### src/rtl/hsps_pkg.sv
// Shared types, parse phase codes and field length table for the SPS parser.
// No dependencies; imported by every RTL module of the block.
package hsps_pkg;

  localparam int MIN_SET_BYTES_DEF   = 20;
  localparam int MAX_GOLOMB_BITS_DEF = 32;
  localparam int QUEUE_DEPTH         = 4;
  localparam int QUEUE_AW            = $clog2(QUEUE_DEPTH);

  localparam int OUT_TDATA_W = 80;

  typedef enum logic [4:0] {
    PH_VPS       = 5'd0,
    PH_MAXSUB    = 5'd1,
    PH_NEST      = 5'd2,
    PH_PTLA      = 5'd3,
    PH_PROFILE   = 5'd4,
    PH_SKIP32    = 5'd5,
    PH_SKIP48    = 5'd6,
    PH_LEVEL     = 5'd7,
    PH_SLFLAGS   = 5'd8,
    PH_RESERVED  = 5'd9,
    PH_SL_ENTRY  = 5'd10,
    PH_SLPROF_A  = 5'd11,
    PH_SLPROF_B  = 5'd12,
    PH_SL_LVLCHK = 5'd13,
    PH_SLLEVEL   = 5'd14,
    PH_SPSID     = 5'd15,
    PH_CHROMA    = 5'd16,
    PH_SEPCOL    = 5'd17,
    PH_WIDTH     = 5'd18,
    PH_HEIGHT    = 5'd19,
    PH_CONFFLAG  = 5'd20,
    PH_CONF      = 5'd21,
    PH_DEPTHL    = 5'd22,
    PH_DEPTHC    = 5'd23,
    PH_POC       = 5'd24,
    PH_ORDFLAG   = 5'd25,
    PH_ORD0      = 5'd26,
    PH_ORD1      = 5'd27,
    PH_ORD2      = 5'd28,
    PH_MINCB     = 5'd29,
    PH_DIFF      = 5'd30,
    PH_DONE      = 5'd31
  } phase_t;

  typedef enum logic [2:0] {
    ST_OK        = 3'd0,
    ST_SHORT     = 3'd1,
    ST_SUBLAYERS = 3'd2,
    ST_ID        = 3'd3,
    ST_CHROMA    = 3'd4,
    ST_DEPTH     = 3'd5,
    ST_TRUNC     = 3'd6,
    ST_RANGE     = 3'd7
  } status_t;

  typedef struct packed {
    logic       last;
    logic [7:0] data;
  } byte_item_t;

  // Fixed field widths in bits; zero marks an Exp-Golomb field, a loop decision or the reserved bits.
  function automatic logic [5:0] field_len(input phase_t ph);
    logic [5:0] len;
    case (ph)
      PH_VPS:      len = 6'd4;
      PH_MAXSUB:   len = 6'd3;
      PH_NEST:     len = 6'd1;
      PH_PTLA:     len = 6'd3;
      PH_PROFILE:  len = 6'd5;
      PH_SKIP32:   len = 6'd32;
      PH_SKIP48:   len = 6'd48;
      PH_LEVEL:    len = 6'd8;
      PH_SLFLAGS:  len = 6'd2;
      PH_SLPROF_A: len = 6'd40;
      PH_SLPROF_B: len = 6'd48;
      PH_SLLEVEL:  len = 6'd8;
      PH_SEPCOL:   len = 6'd1;
      PH_CONFFLAG: len = 6'd1;
      PH_ORDFLAG:  len = 6'd1;
      default:     len = 6'd0;
    endcase
    return len;
  endfunction

endpackage

### src/rtl/hevc_sps_field_parser_core.sv
// Top level of the HEVC sequence parameter set field parser.
// Depends on hsps_pkg, hsps_byte_fifo and hsps_bit_parser.
//
// Usage:
//   Feed the SPS payload (emulation-prevention bytes removed) one byte per
//   item on the in_ channel; in_tlast marks the final byte of the set.
//   On that byte the block emits one item on the out_ channel with the
//   status and, if OK, the decoded picture fields; other bytes give no result.
// Throughput: the back end shifts one bit per cycle while it holds a byte;
//   it pauses at each sub-layer loop decision and while a result is built.
//   The four-entry byte queue lets the source run ahead of the bit shifter.
// Result path: after the last bit of the final byte, S_CTB registers the status
//   and CTB counts, then S_MUL puts the 17x17 multiply into the output register.
// Reset: rst_n low empties the queue and returns the parser to the first
//   header field; no clearing pass is needed.
// Stall: while out_tready is low the result holds; parsing of the next set
//   continues and only stops before its own result would be written.
module hevc_sps_field_parser_core
  import hsps_pkg::*;
#(
  parameter int MIN_SET_BYTES   = MIN_SET_BYTES_DEF,
  parameter int MAX_GOLOMB_BITS = MAX_GOLOMB_BITS_DEF
) (
  input  logic                   clk,
  input  logic                   rst_n,
  input  logic                   in_tvalid,
  output logic                   in_tready,
  input  logic [7:0]             in_tdata,   // [7:0] data_byte
  input  logic                   in_tlast,   // last_byte
  output logic                   out_tvalid,
  input  logic                   out_tready,
  // [2:0] status, [7:3] profile_idc, [15:8] level_idc, [31:16] pic_width,
  // [47:32] pic_height, [74:48] pic_size_in_ctbs, [79:75] zero
  output logic [OUT_TDATA_W-1:0] out_tdata
);

  logic       q_full, q_valid, q_pop;
  byte_item_t q_in, q_head;

  assign q_in.data = in_tdata;
  assign q_in.last = in_tlast;
  assign in_tready = !q_full;

  hsps_byte_fifo u_front (
    .clk        (clk),
    .rst_n      (rst_n),
    .push       (in_tvalid && !q_full),
    .push_item  (q_in),
    .full       (q_full),
    .pop        (q_pop),
    .head_valid (q_valid),
    .head_item  (q_head)
  );

  hsps_bit_parser #(
    .MIN_SET_BYTES   (MIN_SET_BYTES),
    .MAX_GOLOMB_BITS (MAX_GOLOMB_BITS)
  ) u_back (
    .clk        (clk),
    .rst_n      (rst_n),
    .head_valid (q_valid),
    .head_item  (q_head),
    .pop        (q_pop),
    .out_valid  (out_tvalid),
    .out_ready  (out_tready),
    .out_data   (out_tdata)
  );

endmodule

### src/rtl/hsps_byte_fifo.sv
// Front part: accepts payload bytes into a short show-ahead queue.
// Depends on hsps_pkg for the queue depth and the byte item type.
module hsps_byte_fifo
  import hsps_pkg::*;
(
  input  logic       clk,
  input  logic       rst_n,
  input  logic       push,
  input  byte_item_t push_item,
  output logic       full,
  input  logic       pop,
  output logic       head_valid,
  output byte_item_t head_item
);

  byte_item_t           mem_r [QUEUE_DEPTH];
  logic [QUEUE_AW-1:0]  wr_ptr_r, rd_ptr_r;
  logic [QUEUE_AW:0]    count_r;

  assign full       = (count_r == (QUEUE_AW+1)'(QUEUE_DEPTH));
  assign head_valid = (count_r != '0);
  assign head_item  = mem_r[rd_ptr_r];

  always_ff @(posedge clk) begin
    if (push) begin
      mem_r[wr_ptr_r] <= push_item;
    end
  end

  always_ff @(posedge clk) begin
    if (!rst_n) begin
      wr_ptr_r <= '0;
      rd_ptr_r <= '0;
      count_r  <= '0;
    end else begin
      if (push) wr_ptr_r <= wr_ptr_r + 1'b1;
      if (pop)  rd_ptr_r <= rd_ptr_r + 1'b1;
      case ({push, pop})
        2'b10:   count_r <= count_r + 1'b1;
        2'b01:   count_r <= count_r - 1'b1;
        default: count_r <= count_r;
      endcase
    end
  end

endmodule

### src/rtl/hsps_bit_parser.sv
// Back part: bit-serial parse of queued bytes, result build and output register.
// Depends on hsps_pkg for phase codes, status codes and the field length table.
module hsps_bit_parser
  import hsps_pkg::*;
#(
  parameter int MIN_SET_BYTES   = MIN_SET_BYTES_DEF,
  parameter int MAX_GOLOMB_BITS = MAX_GOLOMB_BITS_DEF
) (
  input  logic                   clk,
  input  logic                   rst_n,
  input  logic                   head_valid,
  input  byte_item_t             head_item,
  output logic                   pop,
  output logic                   out_valid,
  input  logic                   out_ready,
  output logic [OUT_TDATA_W-1:0] out_data
);

  localparam int BCW = $clog2(MIN_SET_BYTES + 1);

  typedef enum logic [3:0] {
    S_IDLE = 4'b0001,
    S_BITS = 4'b0010,
    S_CTB  = 4'b0100,
    S_MUL  = 4'b1000
  } ctl_t;

  ctl_t            st_r, st_nxt;
  phase_t          phase_r, phase_nxt;
  logic [5:0]      fbc_r, fbc_nxt;
  logic [2:0]      slc_r, slc_nxt;
  logic [3:0]      li_r, li_nxt;
  logic [11:0]     flags_r, flags_nxt;
  logic [5:0]      zc_r, zc_nxt;
  logic [32:0]     acc_r, acc_nxt;
  logic [31:0]     luma_r, luma_nxt;
  logic [5:0]      mbl_r, mbl_nxt;
  logic [4:0]      prof_r, prof_nxt;
  logic [7:0]      lvl_r, lvl_nxt;
  logic [15:0]     w_r, w_nxt;
  logic [15:0]     h_r, h_nxt;
  logic [2:0]      err_r, err_nxt;
  logic [BCW-1:0]  bcnt_r, bcnt_nxt;
  logic [7:0]      byte_r, byte_nxt;
  logic [2:0]      bidx_r, bidx_nxt;
  logic            last_r, last_nxt;
  logic [16:0]     wc_r, wc_nxt, hc_r, hc_nxt;
  logic [2:0]      stat_r, stat_nxt;
  logic            ov_r, ov_nxt;
  logic [OUT_TDATA_W-1:0] od_r, od_nxt;

  logic        b, load, go_en, fin_en, out_free;
  phase_t      go_ph;
  logic [32:0] v;
  logic [33:0] t;
  logic [16:0] ctb_m1;
  logic [33:0] prod;

  assign out_valid = ov_r;
  assign out_data  = od_r;
  assign out_free  = !ov_r || out_ready;
  assign pop       = load;
  assign b         = byte_r[bidx_r];
  assign ctb_m1    = (17'd1 << mbl_r[2:0]) - 17'd1;
  assign prod      = wc_r * hc_r;

  always_comb begin
    st_nxt = st_r; phase_nxt = phase_r; fbc_nxt = fbc_r; slc_nxt = slc_r;
    li_nxt = li_r; flags_nxt = flags_r; zc_nxt = zc_r; acc_nxt = acc_r;
    luma_nxt = luma_r; mbl_nxt = mbl_r; prof_nxt = prof_r; lvl_nxt = lvl_r;
    w_nxt = w_r; h_nxt = h_r; err_nxt = err_r; bcnt_nxt = bcnt_r;
    byte_nxt = byte_r; bidx_nxt = bidx_r; last_nxt = last_r;
    wc_nxt = wc_r; hc_nxt = hc_r; stat_nxt = stat_r;
    ov_nxt = ov_r && !out_ready; od_nxt = od_r;
    load = 1'b0; go_en = 1'b0; go_ph = PH_DONE; fin_en = 1'b0; v = '0;
    t = '0;

    case (st_r)
      S_IDLE: begin
        if (head_valid) load = 1'b1;
      end
      S_BITS: begin
        if (phase_r == PH_SL_ENTRY) begin
          // resolve the sub-layer loop head without taking a bit
          go_en = 1'b1;
          if (li_r >= {1'b0, slc_r} || li_r > 4'd5) go_ph = PH_SPSID;
          else if (flags_r[{li_r[2:0], 1'b0}]) go_ph = PH_SLPROF_A;
          else go_ph = PH_SL_LVLCHK;
        end else if (phase_r == PH_SL_LVLCHK) begin
          go_en = 1'b1;
          if (flags_r[{li_r[2:0], 1'b1}]) go_ph = PH_SLLEVEL;
          else begin
            li_nxt = li_r + 4'd1;
            go_ph  = PH_SL_ENTRY;
          end
        end else begin
          if (phase_r != PH_DONE) begin
            if (field_len(phase_r) == 6'd0 && phase_r != PH_RESERVED) begin
              if (acc_r == '0) begin
                if (!b) begin
                  zc_nxt = zc_r + 6'd1;
                  if (zc_nxt >= 6'(MAX_GOLOMB_BITS)) begin
                    err_nxt = ST_RANGE; phase_nxt = PH_DONE;
                  end
                end else if (zc_r == '0) begin
                  fin_en = 1'b1; v = '0;
                end else begin
                  acc_nxt = 33'd1;
                  fbc_nxt = zc_r;
                end
              end else begin
                acc_nxt = {acc_r[31:0], b};
                fbc_nxt = fbc_r - 6'd1;
                if (fbc_nxt == '0) begin
                  fin_en = 1'b1; v = acc_nxt - 33'd1;
                end
              end
            end else begin
              acc_nxt = {acc_r[31:0], b};
              if (fbc_r != '0) fbc_nxt = fbc_r - 6'd1;
              if (fbc_nxt == '0) begin
                fin_en = 1'b1; v = acc_nxt;
              end
            end
          end
          bidx_nxt = bidx_r - 3'd1;
          if (bidx_r == 3'd0) begin
            if (last_r) st_nxt = S_CTB;
            else if (head_valid) load = 1'b1;
            else st_nxt = S_IDLE;
          end
        end
      end
      S_CTB: begin
        if (bcnt_r < BCW'(MIN_SET_BYTES)) stat_nxt = ST_SHORT;
        else if (err_r != '0) stat_nxt = err_r;
        else if (phase_r != PH_DONE) stat_nxt = ST_TRUNC;
        else stat_nxt = ST_OK;
        wc_nxt = ({1'b0, w_r} + ctb_m1) >> mbl_r[2:0];
        hc_nxt = ({1'b0, h_r} + ctb_m1) >> mbl_r[2:0];
        st_nxt = S_MUL;
      end
      S_MUL: begin
        if (out_free) begin
          ov_nxt = 1'b1;
          od_nxt = '0;
          od_nxt[2:0] = stat_r;
          if (stat_r == ST_OK) begin
            od_nxt[7:3]   = prof_r;
            od_nxt[15:8]  = lvl_r;
            od_nxt[31:16] = w_r;
            od_nxt[47:32] = h_r;
            od_nxt[74:48] = prod[26:0];
          end
          // return to the reset state for the next parameter set
          phase_nxt = PH_VPS; fbc_nxt = field_len(PH_VPS); slc_nxt = '0;
          li_nxt = '0; flags_nxt = '0; zc_nxt = '0; acc_nxt = '0; luma_nxt = '0;
          mbl_nxt = '0; prof_nxt = '0; lvl_nxt = '0; w_nxt = '0; h_nxt = '0;
          err_nxt = '0; bcnt_nxt = '0;
          st_nxt = S_IDLE;
        end
      end
      default: st_nxt = S_IDLE;
    endcase

    if (fin_en) begin
      case (phase_r)
        PH_MAXSUB: begin
          slc_nxt = v[2:0];
          if (v[2:0] > 3'd6) begin
            err_nxt = ST_SUBLAYERS; phase_nxt = PH_DONE;
          end else begin
            go_en = 1'b1; go_ph = PH_NEST;
          end
        end
        PH_PROFILE: begin
          prof_nxt = v[4:0]; go_en = 1'b1; go_ph = PH_SKIP32;
        end
        PH_LEVEL: begin
          lvl_nxt = v[7:0]; li_nxt = '0; go_en = 1'b1;
          go_ph = (slc_r != '0) ? PH_SLFLAGS : PH_SPSID;
        end
        PH_SLFLAGS: begin
          if (li_r < 4'd6) begin
            flags_nxt[{li_r[2:0], 1'b0}] = v[1];
            flags_nxt[{li_r[2:0], 1'b1}] = v[0];
          end
          li_nxt = li_r + 4'd1; go_en = 1'b1;
          go_ph = (li_nxt < {1'b0, slc_r}) ? PH_SLFLAGS : PH_RESERVED;
        end
        PH_RESERVED: begin
          li_nxt = '0; go_en = 1'b1; go_ph = PH_SL_ENTRY;
        end
        PH_SLLEVEL: begin
          li_nxt = li_r + 4'd1; go_en = 1'b1; go_ph = PH_SL_ENTRY;
        end
        PH_SPSID: begin
          if (v > 33'd15) begin
            err_nxt = ST_ID; phase_nxt = PH_DONE;
          end else begin
            go_en = 1'b1; go_ph = PH_CHROMA;
          end
        end
        PH_CHROMA: begin
          if (v > 33'd3) begin
            err_nxt = ST_CHROMA; phase_nxt = PH_DONE;
          end else begin
            go_en = 1'b1; go_ph = (v == 33'd3) ? PH_SEPCOL : PH_WIDTH;
          end
        end
        PH_WIDTH: begin
          if (v > 33'd65535) begin
            err_nxt = ST_RANGE; phase_nxt = PH_DONE;
          end else begin
            w_nxt = v[15:0]; go_en = 1'b1; go_ph = PH_HEIGHT;
          end
        end
        PH_HEIGHT: begin
          if (v > 33'd65535) begin
            err_nxt = ST_RANGE; phase_nxt = PH_DONE;
          end else begin
            h_nxt = v[15:0]; go_en = 1'b1; go_ph = PH_CONFFLAG;
          end
        end
        PH_CONFFLAG: begin
          li_nxt = '0; go_en = 1'b1; go_ph = (v != '0) ? PH_CONF : PH_DEPTHL;
        end
        PH_CONF: begin
          li_nxt = li_r + 4'd1; go_en = 1'b1;
          go_ph = (li_nxt < 4'd4) ? PH_CONF : PH_DEPTHL;
        end
        PH_DEPTHL: begin
          luma_nxt = v[31:0]; go_en = 1'b1; go_ph = PH_DEPTHC;
        end
        PH_DEPTHC: begin
          if (v != {1'b0, luma_r}) begin
            err_nxt = ST_DEPTH; phase_nxt = PH_DONE;
          end else begin
            go_en = 1'b1; go_ph = PH_POC;
          end
        end
        PH_ORDFLAG: begin
          li_nxt = (v != '0) ? 4'd0 : {1'b0, slc_r};
          go_en = 1'b1; go_ph = PH_ORD0;
        end
        PH_ORD2: begin
          li_nxt = li_r + 4'd1; go_en = 1'b1;
          go_ph = (li_nxt <= {1'b0, slc_r}) ? PH_ORD0 : PH_MINCB;
        end
        PH_MINCB: begin
          mbl_nxt = (v > 33'd60) ? 6'd63 : v[5:0] + 6'd3;
          go_en = 1'b1; go_ph = PH_DIFF;
        end
        PH_DIFF: begin
          t = {28'd0, mbl_r} + {1'b0, v};
          if (t > 34'd6) err_nxt = ST_RANGE;
          else mbl_nxt = t[5:0];
          phase_nxt = PH_DONE;
        end
        PH_DONE: phase_nxt = PH_DONE;
        default: begin
          // plain fields that only advance: step to the next phase code, or jump on after SLPROF_B, SEPCOL and POC
          go_en = 1'b1; go_ph = phase_t'(phase_r + 5'd1);
          if (phase_r == PH_SLPROF_B) go_ph = PH_SL_LVLCHK;
          if (phase_r == PH_SEPCOL)   go_ph = PH_WIDTH;
          if (phase_r == PH_POC)      go_ph = PH_ORDFLAG;
        end
      endcase
    end

    if (go_en) begin
      phase_nxt = go_ph;
      acc_nxt   = '0;
      zc_nxt    = '0;
      // reserved bits: two for each absent sub-layer up to eight
      if (go_ph == PH_RESERVED) fbc_nxt = {1'b0, 4'd8 - {1'b0, slc_nxt}, 1'b0};
      else fbc_nxt = field_len(go_ph);
    end

    if (load) begin
      byte_nxt = head_item.data;
      last_nxt = head_item.last;
      bidx_nxt = 3'd7;
      st_nxt   = S_BITS;
      if (bcnt_r < BCW'(MIN_SET_BYTES)) bcnt_nxt = bcnt_r + 1'b1;
    end
  end

  always_ff @(posedge clk) begin
    byte_r <= byte_nxt; bidx_r <= bidx_nxt; last_r <= last_nxt;
    wc_r <= wc_nxt; hc_r <= hc_nxt; stat_r <= stat_nxt; od_r <= od_nxt;
  end

  always_ff @(posedge clk) begin
    if (!rst_n) begin
      st_r <= S_IDLE; phase_r <= PH_VPS; fbc_r <= field_len(PH_VPS);
      slc_r <= '0; li_r <= '0; flags_r <= '0; zc_r <= '0; acc_r <= '0;
      luma_r <= '0; mbl_r <= '0; prof_r <= '0; lvl_r <= '0; w_r <= '0;
      h_r <= '0; err_r <= '0; bcnt_r <= '0; ov_r <= 1'b0;
    end else begin
      st_r <= st_nxt; phase_r <= phase_nxt; fbc_r <= fbc_nxt;
      slc_r <= slc_nxt; li_r <= li_nxt; flags_r <= flags_nxt; zc_r <= zc_nxt;
      acc_r <= acc_nxt; luma_r <= luma_nxt; mbl_r <= mbl_nxt; prof_r <= prof_nxt;
      lvl_r <= lvl_nxt; w_r <= w_nxt; h_r <= h_nxt; err_r <= err_nxt;
      bcnt_r <= bcnt_nxt; ov_r <= ov_nxt;
    end
  end

endmodule

### config.mk
export PLATFORM = sky130hd
export DESIGN_NAME = hevc_sps_field_parser_core
export DESIGN_NICKNAME = d
export VERILOG_FILES = /design/src/rtl/hsps_pkg.sv /design/src/rtl/hevc_sps_field_parser_core.sv /design/src/rtl/hsps_byte_fifo.sv /design/src/rtl/hsps_bit_parser.sv
export SDC_FILE = /design/constraint.sdc
export NUM_CORES = 2
export LEC_CHECK = 0
export ABC_AREA = 1
export BUFFER_PORTS_ARGS = -buffer_cell sky130_fd_sc_hd__clkbuf_2
export CAP_MARGIN = 20
export CORE_ASPECT_RATIO = 1.1
export CORE_UTILIZATION = 49
export CTS_CLUSTER_DIAMETER = 100
export DETAILED_ROUTE_END_ITERATION = 7
export PLACE_DENSITY_LB_ADDON = 0.08
export SKIP_LAST_GASP = 1
export SYNTH_ARGS = -nofsm -noshare
export SYNTH_HDL_FRONTEND = slang
export SYNTH_SLANG_ARGS = --single-unit
### constraint.sdc
create_clock -name clk -period 17.75 [get_ports clk]
set_input_delay 2.6625 -clock clk [delete_from_list [all_inputs] [get_ports clk]]
set_output_delay 2.6625 -clock clk [all_outputs]
set_load 0.01 [all_outputs]
== After elaboration in Yosys (flattened, before gate mapping) ==
Memories as Yosys holds them, arrays and structs flattened. A register that Yosys moved wholly into a read port is not among the register bits.
Cells that the tools add are included.
W data, S select, Z words.

* Register bits after elaboration: 287
* Bits in writable memories: 36
* ROM bits: 384
* Output and inout port bits: 82
* Memories: 3

{| class="wikitable"
|+ Memories
! name !! depth !! bits a word !! rd ports !! clocked after memory_dff !! write ports !! RTL line !! RTL
|-
| (name not given) || 32 || 6 || 1 || 1 || 0 || hsps_pkg.sv:66 || <nowiki>case (ph)</nowiki>
|-
| (name not given) || 32 || 6 || 1 || 0 || 0 || hsps_pkg.sv:66 ||
|-
| u_front.mem_r || 4 || 9 || 1 || 1 || 1 || hsps_byte_fifo.sv:16 || <nowiki>byte_item_t mem_r [QUEUE_DEPTH];</nowiki>
|}

* Add/subtract/negate cells: 17
* Multipliers: 1
* $lt $le $gt $ge: 19
* Eq/ne operators: 59
* Shifts and indexed selects: 3
* Mux-type cells: 206
* Bitwise gates (word level): 4
* Reduce and logical (&&, ||, !) cells: 39

{| class="wikitable"
|+ Operators by type and width
! operator !! number
|-
| $mux W33 || 16
|-
| $mux W6 || 32
|-
| $mux W5 || 38
|-
| $mux W16 || 10
|-
| $mux W32 || 4
|-
| $pmux W5 S17 || 1
|-
| $mux W3 || 26
|-
| $eq A5 B5 Y1 const B || 14
|-
| $pmux W33 S2 || 1
|-
| $mux W12 || 5
|-
| $mux W4 || 11
|-
| $eq A5 B4 Y1 const B || 8
|-
| $pmux W6 S2 || 3
|-
| $add A16 B17 Y17 || 2
|-
| $add A6 B33 Y34 || 1
|-
| $gt A34 B3 Y1 const B || 1
|-
| $mux W1 || 34
|-
| $shr A17 B3 Y17 || 2
|-
| $eq A33 B2 Y1 const B || 1
|-
| $gt A33 B16 Y1 const B || 1
|-
| $gt A33 B2 Y1 const B || 1
|-
| $gt A33 B4 Y1 const B || 1
|-
| $gt A33 B6 Y1 const B || 1
|-
| $logic_not A33 Y1 || 1
|-
| other kinds (76) || 133
|}

== Longest topological paths before layout ==
* Word-level depth: 27
* Mapped depth: 41
* Depth with buffers taken out: 40

== Hierarchy ==
From an unflattened synthesis, not the netlist that was laid out.

* Cell total of the unflattened synthesis: 4,068
* Area total of the unflattened synthesis: 30,125.1 um^2

{| class="wikitable"
|+ By module, submodules not included
! module !! instances !! cells each !! area each (um^2)
|-
| hsps_bit_parser || 1 || 3,920 || 28,228.3
|-
| hsps_byte_fifo || 1 || 145 || 1,883.1
|-
| hevc_sps_field_parser_core || 1 || 3 || 13.8
|}

== Worst setup path after synthesis ==
Ideal clock, no wire load.

* Path kind: flip-flop to flip-flop
* From: register u_back.wc_r[5]
* To: register u_back.od_r[73] (netlist: u_back.out_data[73]) (data pin)
* Arrival: 5.818 ns
* Required time: 17.489 ns
* Slack: 11.671 ns
* Stages on the path, launching flop included: 28
* Buffers on the path: 2
* Period minus slack after synthesis: 6.079 ns
* Cell sequence: edfxtp_1 clkbuf_1 clkbuf_1 nand2_1 fa_1 inv_1 fa_1 inv_1 fa_1 fa_1 inv_1 fa_1 fa_1 ha_1 a21oi_1 o21ai_0 nand3_1 nand2_1 nand2_1 nand2_1 a21oi_1 o21ai_0 nand3_1 nand2_1 a31oi_1 o21ai_0 o21ai_0 a21oi_1

* Word-level cells in the longest chain between the ends: 1

{| class="wikitable"
|+ Ends and longest elaborated chain
! item !! RTL line !! RTL
|-
| start, declared || hsps_bit_parser.sv:47 || <nowiki>logic [16:0] wc_r, wc_nxt, hc_r, hc_nxt;</nowiki>
|-
| start signal, assigned || hsps_bit_parser.sv:291 || <nowiki>wc_r <= wc_nxt; hc_r <= hc_nxt; stat_r <= stat_nxt; od_r <= od_nxt;</nowiki>
|-
| $mul A17 B17 Y27 || hsps_bit_parser.sv:65 || <nowiki>assign prod = wc_r * hc_r;</nowiki>
|-
| end signal, assigned || hsps_bit_parser.sv:291 ||
|-
| end, declared || hsps_bit_parser.sv:50 || <nowiki>logic [OUT_TDATA_W-1:0] od_r, od_nxt;</nowiki>
|}

No other way between the ends.
A chain may end at the register's enable or synchronous reset.

== Worst setup path in the final report ==
* From: register u_back.hc_r[7]
* To: register u_back.od_r[74] (netlist: u_back.out_data[74]) (data pin)

* Word-level cells in the longest chain between the ends: 1

{| class="wikitable"
|+ Ends and longest elaborated chain
! item !! RTL line
|-
| start, declared || hsps_bit_parser.sv:47
|-
| start signal, assigned || hsps_bit_parser.sv:291
|-
| $mul A17 B17 Y27 || hsps_bit_parser.sv:65
|}

No other way between the ends.

==> results.sh <==
export IMPL_synth_top_area_frac=0.156
export IMPL_hp_class="reg -> reg"
export IMPL_gr_total_overflow=0
export IMPL_synth_common_cells="nand2_1, inv_1, nor2_1"
export IMPL_synth_cells=4120
export IMPL_die_height_um=263
export IMPL_n_antenna_cell=0
export IMPL_whs_endpoint="u_back.flags_r[4]$_SDFF_PN0_"
export IMPL_die_w_um=239
export IMPL_p_leak_nw=15.5
export IMPL_run_status="complete, no violations"
export IMPL_fin_crit_ns=6.79
export IMPL_layout_drive_gt1_share=0.0866
export IMPL_port_buffers=89
export IMPL_synth_flop_cell="dfxtp_1"
export IMPL_antenna_found_initial=0
export IMPL_via_per_inst=5.23
export IMPL_endpoint_kind="register"
export IMPL_synth_area_leaders="edfxtp_1, fa_1, dfxtp_1"
export IMPL_worst_path_buf_inv=7
export IMPL_start_util=0.495
export IMPL_drc=0
export IMPL_hpwl_um=65500
export IMPL_ys_warn_count=0
export IMPL_r2r_start="u_back.hc_r[7]$_DFFE_PP_"
export IMPL_clock_sinks=338
export IMPL_async_flop_share=0
export IMPL_finalNonFillerCells=4983
export IMPL_cts_tree="done"
export IMPL_start_kind="register"
export IMPL_clkTransAtPathRegs_ns=0.06
export IMPL_grt_pass1_wl_um=137000
export IMPL_num_fill_cells=6165
export IMPL_setup_violations_final=0
export IMPL_clock_skew_ns=0.0246
export IMPL_max_freq_ghz=0.147
export IMPL_final_nets=4509
export IMPL_numCtsBuffers=41
export IMPL_dpl_cell_count=4908
export IMPL_rr_worst_depth=30
export IMPL_worst_pin_slew_ns=1.06
export IMPL_grt_usage=0.277
export IMPL_area_growth_pct=7.84
export IMPL_first_pass_iters=6
export IMPL_ys_types=74
export IMPL_avgSynthCellArea_um2=7.34
export IMPL_reg2reg_slack_ns=10.96
export IMPL_gp_congestion=0.942
export IMPL_routed_wl_um=85300
export IMPL_peakVddDrop_mv=0.0750
export IMPL_row_count=95
export IMPL_dieArea_um2=62800
export IMPL_core_um2=61100
export IMPL_cts_buffer_depth=3
export IMPL_synth_area_um2=30300
export IMPL_postRouteAntennaNets=0
export IMPL_wl_per_cell_um=17.1
export IMPL_synth_seq_cells=338
export IMPL_synth_most_common_cell="nand2_1"
export IMPL_cts_setup_buffers=0
export IMPL_clock_latency_ns=0.59
export IMPL_rsz0062_at_grt="no"
export IMPL_slowest_delay_ns=0.76
export IMPL_cp_required_ns=18.09
export IMPL_synth_edf_count=157
export IMPL_crit_path_top_delay_cell="edfxtp_1"
export IMPL_io_pin_count=95
export IMPL_path_common_cell="inv_1"
export IMPL_critPathArrivalTime_ns=7.12
export IMPL_ctsHtreeMaxLevel=2
export IMPL_min_delay_start="u_back.flags_r[4]$_SDFF_PN0_"
export IMPL_whs_path_depth=2
export IMPL_critPathMaxFanout=17
export IMPL_yosysSeqAreaShare=0.276
export IMPL_cts_resized=0
export IMPL_root_buffer="clkbuf_16"
export IMPL_cp_top_family="adder cells"
export IMPL_path_class="reg -> reg"
export IMPL_power_density_nw_per_um2=69.5
export IMPL_grt_max_degree=86
export IMPL_grt_pass1_vias=25500
export IMPL_yosys_area_top_type="edfxtp_1"
export IMPL_reg2reg_to="u_back.out_data[74]$_SDFFCE_PP0P_"
export IMPL_relSlewSlack=0.293
export IMPL_drv_cap=0
export IMPL_hold_viol_final=0
export IMPL_hold_buffers=0
export IMPL_fin_tns_setup_ns=0
export IMPL_vias=26100
export IMPL_drv_slew=0
export IMPL_fin_util=0.534
export IMPL_drt_initial_drc_count=1775
export IMPL_timing_final_crit_share=0.382
cell families (layout without fill, tap and decap cells):
| kind of cell | after synthesis | in the layout | synth area share |
|---|---|---|---|
| xor+xnor | 68 | 68 | 0.0199 |
| compound gates | 602 | 602 | 0.109 |
| buf+inv | 908 | 929 | 0.116 |
| flops | 338 | 338 | 0.276 |
| other cells | 1 | 19 | 0.000124 |
| mux | 13 | 13 | 0.00430 |
| fa+ha+maj | 369 | 369 | 0.204 |
| simple gates | 1821 | 1821 | 0.271 |
sequential cells by signal, indices dropped and copies added, names as in the netlist, 5 cells and up, named ones only:
signal and cells:
u_back.phase_r 5, u_back.w_r 16, u_back.wc_r 17, u_back.acc_r 33, u_back.out_data 75, u_back.zc_r 6
u_back.bcnt_r 5, u_back.h_r 16, u_back.lvl_r 8, u_front.mem_r 36, u_back.mbl_r 6, u_back.byte_r 8
u_back.hc_r 17, u_back.flags_r 12, u_back.luma_r 32, u_back.fbc_r 6, u_back.prof_r 5
layout make-up:
type	instances	area, um2	share of cell area
flip-flops and latches	338	8340	0.256
clock inverters	26	268	0.00821
multi-input cells	2892	18500	0.567
repair buffers	109	596	0.0183
clock buffers	49	1090	0.0333
well taps	824	1030	0.0316
inverters	745	2810	0.0860
per-stage QoR:
step | worst slack, ns | area (um2) | power (mW) | hold slack, ns
detailed placement | 10.95 | 31300 | 1.43 | 0.463
finish | 10.96 | 32600 | 2.27 | 0.471
global route | 10.40 | 32600 | 2.39 | 0.491
CTS | 10.95 | 32600 | 2.29 | 0.472
global placement | 11.08 | 31300 | 1.42 | 0.460
floorplan | 11.67 | 30300 | 1.29 | 0.427
tightest hold or removal path, cell delays in order, from the launching register on:
cell	delay [ns]
dfxtp_1	0.31
nand2_1	0.06
a21oi_1	0.06
placed cells by master (no fill, tap or decap), types with 89 or more instances in the layout:
| master | instances |
|---|---|
| nor2_1 | 384 |
| o21ai_0 | 266 |
| fa_1 | 209 |
| ha_1 | 160 |
| dfxtp_1 | 181 |
| a21oi_1 | 219 |
| edfxtp_1 | 157 |
| nand2_1 | 941 |
| inv_1 | 709 |
| nand3_1 | 240 |
| clkbuf_2 | 89 |
how the worst max path moves through the flow:
stage / start / to / slack, ns / cells after the start
4_1_cts: u_back.hc_r[7]$_DFFE_PP_ / u_back.out_data[74]$_SDFFCE_PP0P_ / 10.95 / 30
3_3_place_gp: u_back.hc_r[7]$_DFFE_PP_ / u_back.out_data[74]$_SDFFCE_PP0P_ / 11.08 / 30
3_5_place_dp: u_back.hc_r[7]$_DFFE_PP_ / u_back.out_data[74]$_SDFFCE_PP0P_ / 10.95 / 30
5_1_grt: u_back.hc_r[6]$_DFFE_PP_ / u_back.out_data[73]$_SDFFCE_PP0P_ / 10.40 / 29
2_1_floorplan: u_back.wc_r[5]$_DFFE_PP_ / u_back.out_data[73]$_SDFFCE_PP0P_ / 11.67 / 27
6_report: u_back.hc_r[7]$_DFFE_PP_ / u_back.out_data[74]$_SDFFCE_PP0P_ / 10.96 / 30
routing by layer:
layer	GRT usage	wire length [um]	part of all wire	up-vias
li1	-	-	-	13000
met1	0.353	36800	0.43	12300
met2	0.480	41800	0.49	602
met3	0.0313	3580	0.042	159
met4	0.101	3150	0.037	0
met5	0	0	0	-
where the power goes:
group	internal (mW)	leakage, nW	total, mW	switching (mW)
sequential	0.864	2.91	0.904	0.0403
combinational	0.145	11.9	0.506	0.362
clock	0.489	0.668	0.858	0.369
total	1.50	15.5	2.27	0.771
Power figures use the tool's default switching activity.
